File: src/design/thp_pkg.sv
`timescale 1ns / 1ps
// ----------------------------------------------------------------------------
// thp_pkg
// Types and constants shared by the TLV header parser blocks.
// ----------------------------------------------------------------------------
package thp_pkg;

  localparam int THP_QUEUE_DEPTH = 2;
  localparam int THP_KEEP_BYTES  = 8;

  localparam logic [2:0] KIND_GENERIC  = 3'd0;
  localparam logic [2:0] KIND_PKT_SIZE = 3'd1;
  localparam logic [2:0] KIND_PORT24   = 3'd2;
  localparam logic [2:0] KIND_TSTAMP   = 3'd3;
  localparam logic [2:0] KIND_ORIG_FCS = 3'd4;
  localparam logic [2:0] KIND_PORT32   = 3'd5;

  localparam logic [1:0] ST_OK     = 2'd0;
  localparam logic [1:0] ST_BADLEN = 2'd1;
  localparam logic [1:0] ST_TRUNC  = 2'd2;

  localparam logic [7:0] FRONT_PORT_BASE = 8'd24;

  // One finished record, handed from the byte parser to the result stage.
  typedef struct packed {
    logic [7:0]  ftype;
    logic [7:0]  flen;
    logic        trunc;
    logic        at_end;
    logic [63:0] value;
  } thp_event_t;

endpackage

File: src/design/thp_in_if.sv
`timescale 1ns / 1ps
// ----------------------------------------------------------------------------
// thp_in_if
// Byte request channel into the TLV parser.
// ----------------------------------------------------------------------------
interface thp_in_if;
  logic       valid;
  logic       ready;
  logic [7:0] data_byte;
  logic       region_last;

  modport source (output valid, output data_byte, output region_last, input ready);
  modport sink   (input valid, input data_byte, input region_last, output ready);
endinterface

File: src/design/thp_out_if.sv
`timescale 1ns / 1ps
// ----------------------------------------------------------------------------
// thp_out_if
// Record result channel out of the TLV parser.
// ----------------------------------------------------------------------------
interface thp_out_if;
  logic        valid;
  logic        ready;
  logic [7:0]  field_type;
  logic [7:0]  field_length;
  logic [2:0]  field_kind;
  logic [1:0]  status;
  logic [63:0] value_word;
  logic [5:0]  platform_id;
  logic [3:0]  group_id;
  logic [5:0]  box_id;
  logic [5:0]  slot_id;
  logic [9:0]  port_id;
  logic [2:0]  front_port;
  logic        region_end;

  modport source (output valid, output field_type, output field_length, output field_kind,
                  output status, output value_word, output platform_id, output group_id,
                  output box_id, output slot_id, output port_id, output front_port,
                  output region_end, input ready);
  modport sink   (input valid, input field_type, input field_length, input field_kind,
                  input status, input value_word, input platform_id, input group_id,
                  input box_id, input slot_id, input port_id, input front_port,
                  input region_end, output ready);
endinterface

File: src/design/thp_front.sv
`timescale 1ns / 1ps
// ----------------------------------------------------------------------------
// thp_front
// Byte parser: walks type, length and value bytes and posts finished records.
// ----------------------------------------------------------------------------
module thp_front import thp_pkg::*; (
  input  logic       clk,
  input  logic       rst,
  input  logic       in_valid,
  output logic       in_ready,
  input  logic [7:0] data_byte,
  input  logic       region_last,
  output logic       ev_valid,
  input  logic       ev_ready,
  output thp_event_t ev
);

  typedef enum logic [2:0] {
    PH_TYPE = 3'b001,
    PH_LEN  = 3'b010,
    PH_VAL  = 3'b100
  } phase_t;

  phase_t      phase, phase_next;
  logic [7:0]  held_type;
  logic [7:0]  held_length;
  logic [7:0]  bytes_left;
  logic [7:0]  left_dec;
  logic [63:0] value_accum, accum_next;
  logic [3:0]  kept, kept_next;
  logic        accept;
  logic        fire;

  // A byte may finish a record, so take it only when the queue has room.
  assign in_ready = ev_ready;
  assign accept   = in_valid && in_ready;
  assign left_dec = bytes_left - 8'd1;

  always_comb begin
    phase_next = phase;
    accum_next = value_accum;
    kept_next  = kept;
    fire       = 1'b0;
    ev.ftype   = held_type;
    ev.flen    = held_length;
    ev.trunc   = 1'b0;
    ev.at_end  = region_last;
    ev.value   = 64'd0;
    case (phase)
      PH_LEN: begin
        ev.flen    = data_byte;
        accum_next = 64'd0;
        kept_next  = 4'd0;
        if (data_byte == 8'd0) begin
          fire       = 1'b1;
          phase_next = PH_TYPE;
        end else if (region_last) begin
          fire       = 1'b1;
          ev.trunc   = 1'b1;
          phase_next = PH_TYPE;
        end else begin
          phase_next = PH_VAL;
        end
      end
      PH_VAL: begin
        if (kept < 4'(THP_KEEP_BYTES)) begin
          accum_next = {value_accum[55:0], data_byte};
          kept_next  = kept + 4'd1;
        end
        ev.value = accum_next;
        if (left_dec == 8'd0) begin
          fire       = 1'b1;
          phase_next = PH_TYPE;
        end else if (region_last) begin
          fire       = 1'b1;
          ev.trunc   = 1'b1;
          phase_next = PH_TYPE;
        end
      end
      default: begin
        phase_next = region_last ? PH_TYPE : PH_LEN;
      end
    endcase
  end

  assign ev_valid = accept && fire;

  always_ff @(posedge clk) begin
    if (rst) begin
      phase <= PH_TYPE;
    end else if (accept) begin
      phase <= phase_next;
    end
  end

  always_ff @(posedge clk) begin
    if (rst) begin
      held_type   <= 8'd0;
      held_length <= 8'd0;
      bytes_left  <= 8'd0;
      value_accum <= 64'd0;
      kept        <= 4'd0;
    end else if (accept) begin
      value_accum <= accum_next;
      kept        <= kept_next;
      case (phase)
        PH_LEN: begin
          held_length <= data_byte;
          bytes_left  <= data_byte;
        end
        PH_VAL: begin
          bytes_left <= left_dec;
        end
        default: begin
          held_type <= data_byte;
        end
      endcase
    end
  end

endmodule

File: src/design/thp_queue.sv
`timescale 1ns / 1ps
// ----------------------------------------------------------------------------
// thp_queue
// Short record queue between the byte parser and the result stage.
// ----------------------------------------------------------------------------
module thp_queue import thp_pkg::*; #(
  parameter int DEPTH = THP_QUEUE_DEPTH
) (
  input  logic       clk,
  input  logic       rst,
  input  logic       push_valid,
  output logic       push_ready,
  input  thp_event_t push_data,
  output logic       pop_valid,
  input  logic       pop_ready,
  output thp_event_t pop_data
);

  localparam int PTR_W = $clog2(DEPTH);
  localparam int CNT_W = $clog2(DEPTH + 1);
  localparam logic [PTR_W-1:0] LAST_PTR = PTR_W'(DEPTH - 1);

  thp_event_t       mem [DEPTH];
  logic [PTR_W-1:0] wr_ptr, rd_ptr;
  logic [CNT_W-1:0] count;
  logic             do_push, do_pop;

  assign push_ready = (count != CNT_W'(DEPTH));
  assign pop_valid  = (count != '0);
  assign pop_data   = mem[rd_ptr];
  assign do_push    = push_valid && push_ready;
  assign do_pop     = pop_valid && pop_ready;

  always_ff @(posedge clk) begin
    if (do_push) begin
      mem[wr_ptr] <= push_data;
    end
  end

  always_ff @(posedge clk) begin
    if (rst) begin
      wr_ptr <= '0;
      rd_ptr <= '0;
      count  <= '0;
    end else begin
      if (do_push) begin
        wr_ptr <= (wr_ptr == LAST_PTR) ? '0 : wr_ptr + PTR_W'(1);
      end
      if (do_pop) begin
        rd_ptr <= (rd_ptr == LAST_PTR) ? '0 : rd_ptr + PTR_W'(1);
      end
      if (do_push && !do_pop) begin
        count <= count + CNT_W'(1);
      end else if (do_pop && !do_push) begin
        count <= count - CNT_W'(1);
      end
    end
  end

endmodule

File: src/design/thp_back.sv
`timescale 1ns / 1ps
// ----------------------------------------------------------------------------
// thp_back
// Result stage: classifies a record, checks its length and splits port ids.
// ----------------------------------------------------------------------------
module thp_back import thp_pkg::*; (
  input  logic       clk,
  input  logic       rst,
  input  logic       ev_valid,
  output logic       ev_ready,
  input  thp_event_t ev,
  thp_out_if.source  out_ch
);

  logic [2:0] kind;
  logic       len_ok;
  logic [1:0] st;
  logic [5:0] plat, box, slot;
  logic [3:0] grp;
  logic [9:0] port;
  logic [2:0] front;
  logic       take;

  assign ev_ready = !out_ch.valid || out_ch.ready;
  assign take     = ev_valid && ev_ready;

  always_comb begin
    case (ev.ftype) inside
      8'd1:         kind = KIND_PKT_SIZE;
      8'd2:         kind = KIND_PORT24;
      [8'd3:8'd6]:  kind = KIND_TSTAMP;
      8'd7:         kind = KIND_ORIG_FCS;
      8'd8:         kind = KIND_PORT32;
      default:      kind = KIND_GENERIC;
    endcase
    case (kind)
      KIND_PKT_SIZE: len_ok = (ev.flen == 8'd2);
      KIND_PORT24:   len_ok = (ev.flen == 8'd3);
      KIND_TSTAMP:   len_ok = (ev.flen == 8'd8);
      KIND_ORIG_FCS: len_ok = (ev.flen == 8'd4);
      KIND_PORT32:   len_ok = (ev.flen == 8'd4);
      default:       len_ok = 1'b1;
    endcase
    if (ev.trunc) begin
      st = ST_TRUNC;
    end else if (!len_ok) begin
      st = ST_BADLEN;
    end else begin
      st = ST_OK;
    end
    plat  = 6'd0;
    grp   = 4'd0;
    box   = 6'd0;
    slot  = 6'd0;
    port  = 10'd0;
    front = 3'd0;
    if (st == ST_OK && kind == KIND_PORT24) begin
      plat = {1'b0, ev.value[23:19]};
      grp  = ev.value[18:15];
      box  = {1'b0, ev.value[14:10]};
      port = ev.value[9:0];
      if (port >= 10'd25 && port <= 10'd28) begin
        front = 3'(port - 10'(FRONT_PORT_BASE));
      end
    end else if (st == ST_OK && kind == KIND_PORT32) begin
      plat = ev.value[31:26];
      grp  = ev.value[25:22];
      box  = ev.value[21:16];
      slot = ev.value[15:10];
      port = ev.value[9:0];
    end
  end

  always_ff @(posedge clk) begin
    if (rst) begin
      out_ch.valid <= 1'b0;
    end else if (ev_ready) begin
      out_ch.valid <= ev_valid;
    end
  end

  always_ff @(posedge clk) begin
    if (take) begin
      out_ch.field_type   <= ev.ftype;
      out_ch.field_length <= ev.flen;
      out_ch.field_kind   <= kind;
      out_ch.status       <= st;
      out_ch.value_word   <= ev.value;
      out_ch.platform_id  <= plat;
      out_ch.group_id     <= grp;
      out_ch.box_id       <= box;
      out_ch.slot_id      <= slot;
      out_ch.port_id      <= port;
      out_ch.front_port   <= front;
      out_ch.region_end   <= ev.at_end;
    end
  end

endmodule

File: src/design/tap_header_tlv_parser_unit.sv
`timescale 1ns / 1ps
// ----------------------------------------------------------------------------
// tap_header_tlv_parser_unit
// TLV region parser for a packet-broker header, one byte per cycle when not stalled.
// ----------------------------------------------------------------------------
// The block takes one byte request per clock cycle while the queue has room,
// with region_last marking the final byte of the TLV region. That rate is
// set by the byte parser, which updates its phase, remaining count and value
// accumulator for each byte it accepts. Each finished record (including one
// cut short by the region end, reported as truncated) yields one result
// request once its final byte is accepted: the parser posts it into a queue
// of QUEUE_DEPTH records, and the result stage classifies the type, checks
// the length and splits source-port ids into a registered output. The queue
// lets the input keep flowing while a result waits on the output side; input
// is held off only when the queue is full. A type byte that is itself the
// last byte of the region produces no result.
// ----------------------------------------------------------------------------
module tap_header_tlv_parser_unit import thp_pkg::*; #(
  parameter int QUEUE_DEPTH = THP_QUEUE_DEPTH
) (
  input logic       clk,
  input logic       rst,
  thp_in_if.sink    in_ch,
  thp_out_if.source out_ch
);

  // Records travel from the parser to the queue, then to the result stage.
  logic       push_valid, push_ready;
  logic       pop_valid, pop_ready;
  thp_event_t push_data, pop_data;

  thp_front u_front (
    .clk         (clk),
    .rst         (rst),
    .in_valid    (in_ch.valid),
    .in_ready    (in_ch.ready),
    .data_byte   (in_ch.data_byte),
    .region_last (in_ch.region_last),
    .ev_valid    (push_valid),
    .ev_ready    (push_ready),
    .ev          (push_data)
  );

  thp_queue #(
    .DEPTH (QUEUE_DEPTH)
  ) u_queue (
    .clk        (clk),
    .rst        (rst),
    .push_valid (push_valid),
    .push_ready (push_ready),
    .push_data  (push_data),
    .pop_valid  (pop_valid),
    .pop_ready  (pop_ready),
    .pop_data   (pop_data)
  );

  // The result stage owns the output register and its valid flag.
  thp_back u_back (
    .clk      (clk),
    .rst      (rst),
    .ev_valid (pop_valid),
    .ev_ready (pop_ready),
    .ev       (pop_data),
    .out_ch   (out_ch)
  );

endmodule

File: src/flat_wrapper.sv
// flat-port wrapper written by rule: the top's interface ports become plain ports
module tap_header_tlv_parser_unit_flat import thp_pkg::*;
#(
  parameter int QUEUE_DEPTH = THP_QUEUE_DEPTH
)
  (clk, rst, in_ch_valid, in_ch_data_byte, in_ch_region_last, in_ch_ready, out_ch_valid, out_ch_field_type, out_ch_field_length, out_ch_field_kind, out_ch_status, out_ch_value_word, out_ch_platform_id, out_ch_group_id, out_ch_box_id, out_ch_slot_id, out_ch_port_id, out_ch_front_port, out_ch_region_end, out_ch_ready);
  thp_in_if in_ch_i ();
  thp_out_if out_ch_i ();
  input logic clk;
  input logic rst;
  input wire logic [$bits(in_ch_i.valid)-1:0] in_ch_valid;
  input wire logic [$bits(in_ch_i.data_byte)-1:0] in_ch_data_byte;
  input wire logic [$bits(in_ch_i.region_last)-1:0] in_ch_region_last;
  output wire logic [$bits(in_ch_i.ready)-1:0] in_ch_ready;
  output wire logic [$bits(out_ch_i.valid)-1:0] out_ch_valid;
  output wire logic [$bits(out_ch_i.field_type)-1:0] out_ch_field_type;
  output wire logic [$bits(out_ch_i.field_length)-1:0] out_ch_field_length;
  output wire logic [$bits(out_ch_i.field_kind)-1:0] out_ch_field_kind;
  output wire logic [$bits(out_ch_i.status)-1:0] out_ch_status;
  output wire logic [$bits(out_ch_i.value_word)-1:0] out_ch_value_word;
  output wire logic [$bits(out_ch_i.platform_id)-1:0] out_ch_platform_id;
  output wire logic [$bits(out_ch_i.group_id)-1:0] out_ch_group_id;
  output wire logic [$bits(out_ch_i.box_id)-1:0] out_ch_box_id;
  output wire logic [$bits(out_ch_i.slot_id)-1:0] out_ch_slot_id;
  output wire logic [$bits(out_ch_i.port_id)-1:0] out_ch_port_id;
  output wire logic [$bits(out_ch_i.front_port)-1:0] out_ch_front_port;
  output wire logic [$bits(out_ch_i.region_end)-1:0] out_ch_region_end;
  input wire logic [$bits(out_ch_i.ready)-1:0] out_ch_ready;
  assign in_ch_i.valid = in_ch_valid;
  assign in_ch_i.data_byte = in_ch_data_byte;
  assign in_ch_i.region_last = in_ch_region_last;
  assign in_ch_ready = in_ch_i.ready;
  assign out_ch_valid = out_ch_i.valid;
  assign out_ch_field_type = out_ch_i.field_type;
  assign out_ch_field_length = out_ch_i.field_length;
  assign out_ch_field_kind = out_ch_i.field_kind;
  assign out_ch_status = out_ch_i.status;
  assign out_ch_value_word = out_ch_i.value_word;
  assign out_ch_platform_id = out_ch_i.platform_id;
  assign out_ch_group_id = out_ch_i.group_id;
  assign out_ch_box_id = out_ch_i.box_id;
  assign out_ch_slot_id = out_ch_i.slot_id;
  assign out_ch_port_id = out_ch_i.port_id;
  assign out_ch_front_port = out_ch_i.front_port;
  assign out_ch_region_end = out_ch_i.region_end;
  assign out_ch_i.ready = out_ch_ready;
  tap_header_tlv_parser_unit #(.QUEUE_DEPTH(QUEUE_DEPTH)) u_core (.clk(clk), .rst(rst), .in_ch(in_ch_i), .out_ch(out_ch_i));
endmodule
File: config.mk
export PLATFORM = sky130hd
export DESIGN_NAME = tap_header_tlv_parser_unit_flat
export DESIGN_NICKNAME = d
export VERILOG_FILES = /design/src/design/thp_pkg.sv /design/src/design/thp_in_if.sv /design/src/design/thp_out_if.sv /design/src/design/thp_front.sv /design/src/design/thp_queue.sv /design/src/design/thp_back.sv /design/src/design/tap_header_tlv_parser_unit.sv /design/src/flat_wrapper.sv
export SDC_FILE = /design/constraint.sdc
export NUM_CORES = 1
export LEC_CHECK = 0
export ABC_AREA = 1
export BUFFER_PORTS_ARGS = -buffer_cell sky130_fd_sc_hd__buf_2
export CORE_UTILIZATION = 59
export CTS_BUF_LIST = sky130_fd_sc_hd__clkbuf_8
export CTS_CLUSTER_SIZE = 14
export DETAILED_ROUTE_END_ITERATION = 12
export GPL_TIMING_DRIVEN = 0
export PLACE_DENSITY = 0.82
export SYNTH_ARGS = -nofsm -noshare
export SYNTH_HDL_FRONTEND = slang
export SYNTH_SLANG_ARGS = --single-unit
File: constraint.sdc
create_clock -name clk -period 9.56 [get_ports clk]
set_clock_uncertainty 0.15 [all_clocks]
set_input_delay 0.478 -clock clk [delete_from_list [all_inputs] [get_ports clk]]
set_output_delay 0.478 -clock clk [all_outputs]
set_load 0.01 [all_outputs]
### Word level (Yosys, flattened, before mapping)

Memories as Yosys holds them, arrays and structs flattened. A register that Yosys moved wholly into a read port is not among the register bits.
Index checks and enable logic that the tools add are counted.

| storage, ports and cells | value |
|---|---|
| bits in registers | 221 |
| output and inout port bits | 123 |
| input bits | 13 |
| RAM bits | 164 |
| word-level logic and storage cells | 129 |
| memories | 1 |

| cells by class | value |
|---|---|
| reductions and logical operators | 28 |
| multiplexer cells | 44 |
| bitwise logic cells | 2 |
| eq/ne operators | 18 |
| magnitude comparators | 5 |
| add/sub/neg operators | 7 |

Memories:

| name | words | width | read ports | clocked after memory_dff | wr ports | line | RTL |
|---|---|---|---|---|---|---|---|
| u_core.u_queue.mem | 2 | 82 | 1 | 1 | 1 | thp_queue.sv:23 | `thp_event_t mem [DEPTH];` |

Operators with widths:

| cell | number |
|---|---|
| 64-bit two-way mux | 2 |
| 64-bit one-hot mux with 2 select lines | 1 |
| 3-bit two-way mux | 9 |
| 8-bit by 2-bit == test with 1-bit output (second input constant) | 3 |
| 10-bit two-way mux | 2 |
| 5-bit two-way mux | 4 |
| 8-bit by 3-bit == test with 1-bit output (second input constant) | 2 |
| 8-bit by 4-bit == test with 1-bit output (second input constant) | 2 |
| 8-bit zero test | 2 |
| 8-bit one-hot mux with 2 select lines | 1 |
| 1-bit two-way mux | 12 |
| 4-bit two-way mux | 3 |
| 10-bit by 5-bit greater-or-equal comparator with 1-bit output (second input constant) | 1 |
| 10-bit by 5-bit <= comparator with 1-bit output (second input constant) | 1 |
| 1-bit logical AND | 10 |
| 3-bit by 2-bit == test with 1-bit output (second input constant) | 3 |
| 3-bit == test (second input constant) | 3 |
| 8-bit by 1-bit == test with 1-bit output (second input constant) | 1 |
| 8-bit by 2-bit greater-or-equal comparator with 1-bit output (second input constant) | 1 |
| 8-bit by 3-bit <= comparator with 1-bit output (second input constant) | 1 |
| 2-bit two-way mux | 4 |
| 8-bit two-way mux | 1 |
| 4-bit one-hot mux with 2 select lines | 1 |
| 2-bit AND reduction | 4 |
| other kinds (20) | 30 |

### Depth between registers and ports, before layout

| depth | value |
|---|---|
| depth in word-level cells | 15 |
| gate-level depth with buffers | 16 |
| gate-level depth less buffers | 15 |

### Modules after synthesis

From an unflattened synthesis, not the netlist that was laid out.

| second synthesis, totals | value |
|---|---|
| cells, all modules | 1,315 |
| area total of the unflattened synthesis | 15,792.6 µm² |

By module, submodules not included:

| module | instances | sequential area each (µm²) | cells an instance | area an instance (µm²) |
|---|---|---|---|---|
| thp_queue | 1 | 5,024.8 | 292 | 6,558.8 |
| thp_front | 1 | 1,901.8 | 734 | 4,740.8 |
| thp_back | 1 | 3,653.5 | 289 | 4,493.1 |

### Worst setup path before layout

No wires, ideal clock.

| timing | value |
|---|---|
| kind | input-to-reg |
| start point | input port out_ch_ready |
| end point | register u_core.u_queue.count[1] |
| required time | 9.288 ns |
| setup slack | 1.626 ns |
| arrival time | 7.662 ns |
| buffers on the path | 0 |
| setup time | 0.122 ns |
| stages | 8 |
| cells stage by stage | nor2_1 -> a21oi_1 -> inv_1 -> ha_1 -> a21oi_1 -> o21ai_0 -> o21ai_0 -> a21oi_1 |

| on the way | value |
|---|---|
| cells in the longest elaborated chain, start to end | 5 |
| elaborated cells between the ends (all ways) | 7 |
| classes of those cells | 1 x mux; 6 x reduce/logical |

Ends and longest elaborated chain:

| what | line | RTL |
|---|---|---|
| from (decl) | flat_wrapper.sv:28 | `input wire logic [$bits(out_ch_i.ready)-1:0] out_ch_ready;` |
| 1-bit logical OR * | thp_back.sv:24 | `assign ev_ready = !out_ch.valid \|\| out_ch.ready;` |
| 1-bit logical AND * | n/a |  |
| net u_core.u_back.take | thp_back.sv:22 | `logic take;` |
| 1-bit zero test | thp_queue.sv:52 | `if (do_push && !do_pop) begin` |
| 1-bit logical AND | thp_queue.sv:52 |  |
| 2-bit two-way mux / 2-bit nonzero test (equally long branches) | n/a |  |
| to (signal assigned) | thp_queue.sv:53 | `count <= count + CNT_W'(1);` |
| to (signal assigned) | thp_queue.sv:55 | `count <= count - CNT_W'(1);` |
| to (decl) | thp_queue.sv:25 | `logic [CNT_W-1:0] count;` |

Mark *: on every way through the listed nets, which the timed path passes. The rest lies on a longest branch.
A chain may end at the register's enable or synchronous reset.

### Worst setup path after layout

| timing | value |
|---|---|
| start point | register u_core.u_front.phase[1] |
| end point | memory u_core.u_queue.mem[1][75] in the netlist's numbering (enable) |

| on the way | value |
|---|---|
| cells in the longest elaborated chain, start to end | 6 |
| elaborated cells between the ends (all ways) | 7 |
| classes of those cells | 2 x eq/ne; 3 x mux; 2 x reduce/logical |

Ends and longest elaborated chain:

| what | line | RTL |
|---|---|---|
| from (decl) | thp_front.sv:24 | `phase_t phase, phase_next;` |
| from (signal assigned) | thp_front.sv:92 | `phase <= phase_next;` |
| 3-bit == test / 3-bit by 2-bit == test with 1-bit output (equally long branches) | thp_front.sv:49 | `case (phase)` |
| 1-bit one-hot mux with 2 select lines * | thp_front.sv:49 |  |
| 1-bit logical AND * | thp_front.sv:86 | `assign ev_valid = accept && fire;` |
| 1-bit logical AND * | thp_queue.sv:31 | `assign do_push = push_valid && push_ready;` |
| 1-bit two-way mux * | thp_queue.sv:35 | `if (do_push) begin` |
| 1-bit two-way mux (not written as such) * | thp_queue.sv:36 | `mem[wr_ptr] <= push_data;` |
| to (decl) | thp_queue.sv:23 |  |

Every way passes the cells marked *; elsewhere a longest branch is shown, timed or not.

==> impl_metrics.toml <==
[cts]
clock_tree.htree_level_count = 2
cts_tree = "yes"
clock_sink_count = 386
cts.path.max_buffers = 3
cts-buffers-inserted = 56
clk_latency_ns = 0.59
root_buffer = "clkbuf_8"
clk_pin_slew_worst_paths_ns = 0.06

[placement]
place.port_buffers = 135
finalWeightedCongestion = 0.842
standard_cell_area_after_detailed_placement_mm2 = 0.0167
place_hpwl_um = 22500
pre_cts_ws_ns = 6.49

[detailed_routing]
initialDrtViolationCount = 1366
antenna_left = 0
drtPass1Iterations = 5
vias_per_cell = 5.43
drcViolationCount = 0
dr_total_vias = 11174
avgRoutedWirePerCell_um = 16.0
postRouteWirelength_um = 33000

[synth]
synth-main-ff-cell = "edfxtp_1"
post_synth_instance_area_mm2 = 0.0154
post-synth-top-area-cell = "edfxtp_1"
synth.most_common_cell = "nand2_1"
distinct_cell_type_count_after_synthesis = 45
synth_sequential_area_ratio_pct = 68.7
ys_top_cells_by_area = "edfxtp_1, dfxtp_1, nand2_1, a21oi_1, nor2_1"
async_flop_share_pct = 0
synth_edf_count = 285
yosys-top-cells-count = "nand2_1, edfxtp_1, a21oi_1"
syn_avg_cell_area_um2 = 10.4
syn_inst = 1479
synthDominantCellAreaShare_pct = 55.6
synth-warning-count = 0
synth.net_count = 1496
synth-seq-cells = 386

[die]
die-height_um = 164
core.rowCount = 58
io_pins = 136
floorplan.initialDensity_pct = 60.7
fp.dieArea_mm2 = 0.0268
core_ar_mm2 = 0.0254
die_x_um = 164

[worst_setup_path]
setup.worst_path.end_class = "flop"
cp.depth = 10
worst_r2r_src = "u_core.u_front.phase[1]$_SDFFE_PP0P_"
crit_path_cell_trace = "inv_1, nand2_1, nor2_1, nor2_1, nor2_1, inv_1, a31oi_1, nand3_1, inv_4, buf_16"
crit_family = "simple AND/OR/NAND/NOR gates"
critical_path_class = "reg2reg"
arrival_ns = 3.21
timing.critical_path.required_ns = 9.66
timing.critical_path.slowest_cell_delay_ns = 0.44
critical_path_peak_fanout = 47
critPathBufInv = 4
cpMaxStageDelayCell = "inv_4"
timing.critical_path.mode_cell = "nor2_1"
start_kind = "flop"
r2r.worst_path.cells = 10
startpoint = "u_core.u_front.phase[1]$_SDFFE_PP0P_"

[global_routing]
grt_pass1_vias = 10512
grt.overflow.total = 0
grt_first_pass_wirelength_um = 52200
antenna_found_initial = 1
track_usage_pct = 25.0
grt_max_degree = 48

[sta]
tns_ns = 0
final_critical_path_setup_slack_ns = 6.45
final_max_slew_viol_count = 0
max_slew.worst_pin.slew_ns = 0.607
fmax_mhz = 322
final_hold_viol_count = 0
period_utilisation_layout_pct = 32.5
rsz0062_at_grt = "false"
fin_crit_ns = 3.11
setup_violators_final = 0
worst_slew_margin_rel_pct = 59.5

[final_layout]
syn2layout_area_growth_pct = 15.4
drive_above_1_share_pct = 15.9
final_area_mm2 = 0.0178
final_core_util_pct = 70.0
num-nets-final = 1698
antennaDiodeCount = 0

[pwr]
worst_ir_drop_vdd_uv = 166
static_leakage_nw = 6.78
design_power_total_mw = 4.71
p_per_area_mw_per_mm2 = 265

[hold_path]
worst_hold_startpoint = "out_ch_ready"
timing.hold.worst.class = "in2reg"
timing.hold.worst_path_depth = 4

[flow_run]
total_of_max_cap_violations = 0

[status]
run_status = "finished clean"
==> state kept, by name (all words and copies together) (netlist names), 3 cells and up, named ones only <==
| name | count |
|---|---|
| u_core.u_back.out_ch.box_id | 6 |
| u_core.u_back.out_ch.field_kind | 3 |
| u_core.u_back.out_ch.field_length | 8 |
| u_core.u_back.out_ch.field_type | 8 |
| u_core.u_back.out_ch.front_port | 3 |
| u_core.u_back.out_ch.group_id | 4 |
| u_core.u_back.out_ch.platform_id | 6 |
| u_core.u_back.out_ch.port_id | 10 |
| u_core.u_back.out_ch.slot_id | 6 |
| u_core.u_back.out_ch.value_word | 64 |
| u_core.u_front.bytes_left | 8 |
| u_core.u_front.held_length | 8 |
| u_core.u_front.held_type | 8 |
| u_core.u_front.kept | 4 |
| u_core.u_front.phase | 3 |
| u_core.u_front.value_accum | 64 |
| u_core.u_queue.mem | 164 |
==> metal layers <==
| layer | routed length (µm) | vias to the layer above | global-route usage [%] |
|---|---|---|---|
| met3 | 2310 | 65 | 4.42 |
| met1 | 13500 | 5282 | 32.9 |
| met2 | 16500 | 456 | 42.2 |
| met4 | 687 | 2 | 7.83 |
| met5 | 13 | - | 0 |
| li1 | - | 5369 | - |
==> worst paths after layout <==
check	end	slack [ns]
worst min-delay path	u_core.u_back.out_ch.valid$_SDFFE_PP0N_	0.08
worst max-delay path	u_core.u_queue.mem[1][75]$_DFFE_PP_	6.45
worst min register to register	flop	0.30
worst max register to register	u_core.u_queue.mem[1][75]$_DFFE_PP_	6.45
==> cell usage in the layout (no fill, tap or decap), types with 34 or more instances in the layout <==
master,instances
nor2_1,86
clkbuf_8,65
nand4_1,34
o21ai_0,49
edfxtp_1,285
buf_2,138
dfxtp_1,101
a21oi_1,143
inv_1,102
nand2_1,518
clkbuf_1,56
==> cell families (layout without fill, tap and decap cells) <==
family | count (synthesis) | in the layout | synth area share, %
AO/OA/AOI/OAI | 211 | 211 | 7.19
XOR/XNOR | 7 | 7 | 0.398
adder cells (fa/ha/maj) | 4 | 4 | 0.325
buffers and inverters | 164 | 412 | 4.49
flip-flops | 386 | 386 | 68.7
AND/OR/NAND/NOR | 707 | 707 | 18.9
==> metrics by stage <==
stage	instances	hold slack, ns
2_1_floorplan	1479	0.270
3_3_place_gp	1944	0.282
3_5_place_dp	1952	0.293
4_1_cts	2057	0.0616
5_1_grt	2057	0.0751
6_report	2057	0.0771
==> worst reg2reg max path, cell delays in order, from the launching register on <==
cell and delay, ns:
dfxtp_1 0.31, inv_1 0.08, nand2_1 0.05, nor2_1 0.42, nor2_1 0.16, nor2_1 0.22
inv_1 0.13, a31oi_1 0.30, nand3_1 0.20, inv_4 0.44, buf_16 0.31
==> report_power, final <==
| part | leakage (nW) | switching [mW] | internal, mW | total, mW |
|---|---|---|---|---|
| sequential | 3.47 | 0.0785 | 2.20 | 2.28 |
| clock | 0.632 | 0.597 | 0.619 | 1.22 |
| combinational | 2.69 | 0.822 | 0.393 | 1.21 |
| total | 6.78 | 1.50 | 3.21 | 4.71 |
==> area by class of cell <==
| type | count | area [µm²] |
|---|---|---|
| inverter | 87 | 329 |
| clock inverter | 39 | 163 |
| tap | 330 | 413 |
| multi-input combinational | 929 | 4150 |
| buffer | 77 | 365 |
| fill | 1811 | 7630 |
| clock buffer | 65 | 895 |
| timing repair buffer | 144 | 876 |
| sequential | 386 | 10600 |
==> repair_timing <==
item                      CTS  global route
gates resized for setup     0             0
hold endpoints to repair    2             0
setup buffers               0             0
hold buffers                1             0
(Power assumes the default switching activity.)
